## src/design/lbef_pkg.sv

```systemverilog
// ----------------------------------------------------------------------------
// lbef_pkg: shared types and constants of the LED brightness fader
// Register codes, request codes, sequencer states, and the control structs
// that travel between the core and the ease unit.
// ----------------------------------------------------------------------------
package lbef_pkg;

    localparam int PCT_W     = 7;
    localparam int TIME_W    = 16;
    localparam int DUTY_W    = 8;
    localparam int CFG_IDX_W = 2;

    localparam logic [PCT_W-1:0]  PCT_MAX  = 7'd100;
    localparam logic [TIME_W-1:0] TIME_MAX = 16'hFFFF;

    // Configuration register indexes
    localparam logic [CFG_IDX_W-1:0] CFG_EASE_TIME  = 2'd0;
    localparam logic [CFG_IDX_W-1:0] CFG_LEVEL_LOW  = 2'd1;
    localparam logic [CFG_IDX_W-1:0] CFG_LEVEL_HIGH = 2'd2;

    // Register reset values
    localparam logic [TIME_W-1:0] EASE_TIME_RST  = 16'd1000;
    localparam logic [PCT_W-1:0]  LEVEL_LOW_RST  = 7'd0;
    localparam logic [PCT_W-1:0]  LEVEL_HIGH_RST = 7'd100;

    // Request codes
    localparam logic REQ_TICK  = 1'b0;
    localparam logic REQ_START = 1'b1;

    // floor(n/100) as (n * DUTY_RECIP) >> DUTY_SHIFT, exact for n <= 25500
    localparam logic [27:0] DUTY_RECIP = 28'd5243;
    localparam int          DUTY_SHIFT = 19;

    typedef enum logic [1:0] {
        CS_IDLE,
        CS_CALC,
        CS_EMIT
    } t_ctl_state;

    typedef enum logic [2:0] {
        ES_IDLE,
        ES_DIV,
        ES_SQ1,
        ES_SQ2,
        ES_MIX1,
        ES_MIX2,
        ES_DONE
    } t_ease_state;

    typedef struct packed {
        logic              start;
        logic [TIME_W-1:0] elapsed;
        logic [TIME_W-1:0] ease_time;
        logic [PCT_W-1:0]  lvl_from;
        logic [PCT_W-1:0]  lvl_to;
    } t_ease_req;

    typedef struct packed {
        logic             done;
        logic [PCT_W-1:0] level;
    } t_ease_rsp;

    function automatic logic [PCT_W-1:0] clamp_pct(input logic [PCT_W-1:0] v);
        return (v > PCT_MAX) ? PCT_MAX : v;
    endfunction

    function automatic logic [DUTY_W-1:0] pct_to_duty(input logic [PCT_W-1:0] pct);
        logic [14:0] scaled;
        logic [27:0] prod;
        scaled = 15'(pct) * 15'd255;
        prod   = 28'(scaled) * DUTY_RECIP;
        return prod[DUTY_SHIFT +: DUTY_W];
    endfunction

endpackage

```

## src/design/lbef_ease_unit.sv

```systemverilog
// ----------------------------------------------------------------------------
// lbef_ease_unit: iterative ease-in-out quartic brightness calculator
// Restoring divider for the fade fraction, then one shared multiplier
// for the two squarings and the two blend products.
// ----------------------------------------------------------------------------
module lbef_ease_unit import lbef_pkg::*; #(
    parameter int FRAC_BITS = 16
) (
    input  logic      i_clk,
    input  logic      i_rst_n,
    input  t_ease_req i_req,
    output t_ease_rsp o_rsp
);

    localparam int MUL_W  = FRAC_BITS + 1;
    localparam int PROD_W = 2 * MUL_W;
    localparam int CNT_W  = $clog2(FRAC_BITS);
    localparam logic [MUL_W-1:0] ONE      = MUL_W'(1) << FRAC_BITS;
    localparam logic [MUL_W-1:0] HALF     = ONE >> 1;
    localparam logic [CNT_W-1:0] CNT_LAST = CNT_W'(FRAC_BITS - 1);

    t_ease_state r_state, n_state;

    logic [TIME_W-1:0]    r_ease;
    logic [PCT_W-1:0]     r_from;
    logic [PCT_W-1:0]     r_to;
    logic [TIME_W-1:0]    r_rem;
    logic [FRAC_BITS-1:0] r_quo;
    logic [CNT_W-1:0]     r_cnt;
    logic [MUL_W-1:0]     r_x;
    logic                 r_lo;
    logic [MUL_W-1:0]     r_sq;
    logic [MUL_W-1:0]     r_fourth;
    logic [PROD_W-1:0]    r_acc;

    logic                 req_sat;
    logic [TIME_W:0]      rem_dbl;
    logic                 div_fit;
    logic [TIME_W-1:0]    rem_next;
    logic [FRAC_BITS-1:0] quo_next;
    logic [MUL_W-1:0]     t_div;
    logic                 lo_div;
    logic [MUL_W-1:0]     x_div;
    logic [MUL_W-1:0]     weight;
    logic [MUL_W-1:0]     mul_a;
    logic [MUL_W-1:0]     mul_b;
    logic [PROD_W-1:0]    prod;
    logic [MUL_W-1:0]     prod_q;
    logic [PROD_W-1:0]    mix;

    // Fraction is one at once for zero duration or a finished fade
    assign req_sat = (i_req.ease_time == '0) || (i_req.elapsed >= i_req.ease_time);

    // One quotient bit a cycle
    assign rem_dbl  = {r_rem, 1'b0};
    assign div_fit  = rem_dbl >= {1'b0, r_ease};
    assign rem_next = div_fit ? TIME_W'(rem_dbl - {1'b0, r_ease}) : TIME_W'(rem_dbl);
    assign quo_next = {r_quo[FRAC_BITS-2:0], div_fit};

    assign t_div  = {1'b0, quo_next};
    assign lo_div = t_div < HALF;
    assign x_div  = lo_div ? t_div : MUL_W'((ONE - t_div) << 1);

    // Ease weight from the fourth power
    assign weight = r_lo ? MUL_W'(r_fourth << 3) : MUL_W'(ONE - (r_fourth >> 1));

    always_comb begin
        case (r_state)
            ES_SQ1: begin
                mul_a = r_x;
                mul_b = r_x;
            end
            ES_SQ2: begin
                mul_a = r_sq;
                mul_b = r_sq;
            end
            ES_MIX1: begin
                mul_a = MUL_W'(r_from);
                mul_b = ONE - weight;
            end
            ES_MIX2: begin
                mul_a = MUL_W'(r_to);
                mul_b = weight;
            end
            default: begin
                mul_a = '0;
                mul_b = '0;
            end
        endcase
    end

    assign prod   = PROD_W'(mul_a) * PROD_W'(mul_b);
    assign prod_q = MUL_W'(prod >> FRAC_BITS);
    assign mix    = r_acc >> FRAC_BITS;

    always_ff @(posedge i_clk) begin
        if (!i_rst_n) begin
            r_state <= ES_IDLE;
        end else begin
            r_state <= n_state;
        end
    end

    always_comb begin
        n_state     = r_state;
        o_rsp.done  = 1'b0;
        o_rsp.level = (mix > PROD_W'(PCT_MAX)) ? PCT_MAX : mix[PCT_W-1:0];
        unique case (r_state)
            ES_IDLE: begin
                if (i_req.start) begin
                    n_state = req_sat ? ES_SQ1 : ES_DIV;
                end
            end
            ES_DIV: begin
                if (r_cnt == CNT_LAST) begin
                    n_state = ES_SQ1;
                end
            end
            ES_SQ1:  n_state = ES_SQ2;
            ES_SQ2:  n_state = ES_MIX1;
            ES_MIX1: n_state = ES_MIX2;
            ES_MIX2: n_state = ES_DONE;
            ES_DONE: begin
                o_rsp.done = 1'b1;
                n_state    = ES_IDLE;
            end
            default: n_state = ES_IDLE;
        endcase
    end

    always_ff @(posedge i_clk) begin
        case (r_state)
            ES_IDLE: begin
                if (i_req.start) begin
                    r_ease <= i_req.ease_time;
                    r_from <= i_req.lvl_from;
                    r_to   <= i_req.lvl_to;
                    r_rem  <= i_req.elapsed;
                    r_quo  <= '0;
                    r_cnt  <= '0;
                    r_x    <= '0;
                    r_lo   <= 1'b0;
                end
            end
            ES_DIV: begin
                r_rem <= rem_next;
                r_quo <= quo_next;
                r_cnt <= r_cnt + CNT_W'(1);
                if (r_cnt == CNT_LAST) begin
                    r_x  <= x_div;
                    r_lo <= lo_div;
                end
            end
            ES_SQ1:  r_sq     <= prod_q;
            ES_SQ2:  r_fourth <= prod_q;
            ES_MIX1: r_acc    <= prod;
            ES_MIX2: r_acc    <= r_acc + prod;
            default: ;
        endcase
    end

endmodule
```

## config.mk

```make
export PLATFORM = sky130hd
export DESIGN_NAME = lbef_ease_unit
export DESIGN_NICKNAME = d
export VERILOG_FILES = /design/src/design/lbef_pkg.sv /design/src/design/lbef_ease_unit.sv
export SDC_FILE = /design/constraint.sdc
export NUM_CORES = 1
export LEC_CHECK = 0
export BUFFER_PORTS_ARGS = -buffer_cell sky130_fd_sc_hd__buf_2
export CAP_MARGIN = 20
export CORE_MARGIN = 8
export CORE_UTILIZATION = 39
export CTS_CLUSTER_SIZE = 24
export DETAILED_ROUTE_END_ITERATION = 12
export SYNTH_ARGS = -nofsm -noshare
export SYNTH_HDL_FRONTEND = slang
export SYNTH_SLANG_ARGS = --single-unit
```

## constraint.sdc

```tcl
create_clock -name i_clk -period 17.5 [get_ports i_clk]
set_input_delay 1.75 -clock i_clk [delete_from_list [all_inputs] [get_ports i_clk]]
set_output_delay 1.75 -clock i_clk [all_outputs]
set_load 0.05 [all_outputs]
```

==> flow_summary.json <==
{
  "status": "finished, final reports clean",
  "drv_cap": 0,
  "yosysTopAreaCellShare": 0.227,
  "total_power_mw": 1.45,
  "max_freq_mhz": 88.9,
  "cpLargestDelayFamily": "compound AO/OA/AOI/OAI gates",
  "synth_nets": 2673,
  "routed_via_density": 5.31,
  "gp_congestion": 0.916,
  "peakVddDrop_v": 0.0000682,
  "fin_tns_setup_ps": 0,
  "syn_to_final_growth_pct": 9.00,
  "setup_viol": 0,
  "synthArstFlopShare": 0,
  "dp_cells": 2928,
  "hold_path.class": "reg -> reg",
  "p_leak_nw": 10.1,
  "postRouteAntennaNets": 0,
  "grt_max_degree": 64,
  "syn_area_um2": 20000,
  "wl_per_cell_um": 18.3,
  "fp-row-count": 83,
  "intPower_mw": 0.874,
  "switchingPower_mw": 0.571,
  "ys_ff_latch": 154,
  "clock-root-buffer": "clkbuf_16",
  "cp_data_required_time_ps": 17700,
  "fin_crit_sh": 0.643,
  "power_density_nw_per_um2": 66.3,
  "instances_no_fill": 2961,
  "ys_top_cells_by_count": "383 x inv_1, 303 x nand2_1, 226 x fa_1",
  "skew_ps": 9.25,
  "combPwrFrac": 0.373,
  "clk_path_buf_depth": 2,
  "slew_headroom": 0.216,
  "dieArea_um2": 58800,
  "place_ws_ps": 6370,
  "ys_top_cells_by_area": "edfxtp_1 23%, fa_1 23%, ha_1 11%",
  "start_kind": "flop",
  "cts.clk_slew.worst_paths_ps": 70,
  "post_cts_buffers": 0,
  "io_buffers": 56,
  "tritoncts": "built",
  "yosysTopAreaCell": "edfxtp_1",
  "grt_pass1_wl_mm": 87.5,
  "utilization": 0.427,
  "hold_violations": 0,
  "drc": 0,
  "ys.flop_type": "edfxtp_1",
  "insertion_delay_ps": 450,
  "cpPeakStageDelay_ps": 840,
  "tightest_slew_ps": 1170,
  "layout.nets": 2722,
  "synth_edf_count": 151,
  "antenna_found_initial": 0,
  "post_synth.cell_area_avg_um2": 9.01,
  "grt_pass1_vias": 16159,
  "synthCells": 2219,
  "drive_gt1_frac": 0.0864,
  "ys_types": 85,
  "rsz0062_at_grt": "false",
  "crit_buf_inv": 6,
  "die_y_um": 242,
  "cts-htree-levels": 4,
  "hold_buffers": 0,
  "numCtsBuffers": 17,
  "pwr-share-seq": 0.370,
  "worstPathArrival_ps": 11440,
  "drt_iter0_markers": 1126,
  "drv_slew": 0,
  "yosysSeqAreaShare": 0.230,
  "cp_slowest_cell": "o22ai_2",
  "hpwlAfterDp_mm": 42.8,
  "cp-end-kind": "flop",
  "critPathKind": "reg -> reg",
  "start_util": 0.392,
  "drt_first_pass_iters": 5,
  "n_antenna_cell": 0,
  "pin_count": 57,
  "grt.total_usage": 0.186,
  "switching_share": 0.395,
  "crit_fanout": 15,
  "layout_setup_ws_ps": 6250,
  "ys.warnings.count": 0,
  "globalRouteOverflowTotal": 0,
  "period_minus_slack_ps": 11250,
  "cts-resized-gates": 0,
  "power_frac_clock": 0.257,
  "wl_mm": 54.2,
  "coreArea_um2": 51000,
  "clock-sinks": 154,
  "synthMostInstantiatedCell": "inv_1",
  "dieWidth_um": 242,
  "vias": 15722
}
final cells by class:
type,count,area [um^2]
fill,5004,29200
multi-input combinational,1600,13700
sequential,154,4600
inverter,392,1470
tap,680,851
timing repair buffer,103,637
clock buffer,18,429
clock inverter,14,135
routing by layer:
| metal | track usage | wire length, um |
|---|---|---|
| met1 | 0.237 | 23700 |
| met2 | 0.323 | 26700 |
| met3 | 0.0254 | 2180 |
| met4 | 0.0578 | 1600 |
| met5 | 0 | 0 |
power by group through the flow:
stage               registers (mW)  clock network (mW)  logic (mW)
finish                       0.535               0.371       0.539
global route                 0.542               0.392       0.596
CTS                          0.534               0.379       0.537
detailed placement           0.542                   0       0.533
global placement             0.541                   0       0.525
floorplan                    0.518                   0       0.388
worst paths after layout:
path                            slack, ps         to  depth (start not counted)        start
worst min register to register        600   r_cnt[0]                          1     r_cnt[0]
worst min-delay path                  600   r_cnt[0]                          1     r_cnt[0]
worst max register to register       6250  r_acc[31]                         39  r_fourth[1]
worst max-delay path                 6250  r_acc[31]                         39  r_fourth[1]
placed cells by master (no fill, tap or decap), types with 26 or more instances in the layout:
cell / netlist / layout
fa_1: 226 / 226
and2_1: 39 / 39
ha_1: 179 / 179
xnor2_1: 64 / 64
nand3_1: 26 / 26
buf_4: 1 / 46
nor3_1: 40 / 35
nand2_1: 303 / 303
nand2b_1: 28 / 28
inv_1: 383 / 383
edfxtp_1: 151 / 151
nor2_1: 145 / 145
buf_2: 4 / 56
o21ai_0: 73 / 73
a21oi_1: 83 / 83
xor2_1: 33 / 33
a21o_1: 38 / 38
a31oi_1: 28 / 28
cells by family after synthesis:
group,after synthesis,share of synthesized area
multiplexers,37,0.0197
XOR/XNOR,97,0.0425
AO/OA/AOI/OAI,364,0.119
adder cells (fa/ha/maj),405,0.338
buffers and inverters,465,0.0877
AND/OR/NAND/NOR,697,0.163
flip-flops,154,0.230
registers in the layout (all words and copies together), names as in the netlist:
| name | cells |
|---|---|
| r_ease | 16 |
| r_cnt | 4 |
| r_to | 7 |
| r_x | 17 |
| r_fourth | 17 |
| r_quo | 15 |
| r_lo | 1 |
| r_state | 3 |
| r_from | 7 |
| r_acc | 34 |
| r_rem | 16 |
| r_sq | 17 |
stage by stage:
stage          area (um^2)  hold WS [ps]
5_1_grt              21800           629
4_1_cts              21800           599
6_report             21800           595
2_1_floorplan        20000           561
3_3_place_gp         21200           579
3_5_place_dp         21200           589
Note: power is estimated with default switching activity, not from simulation.
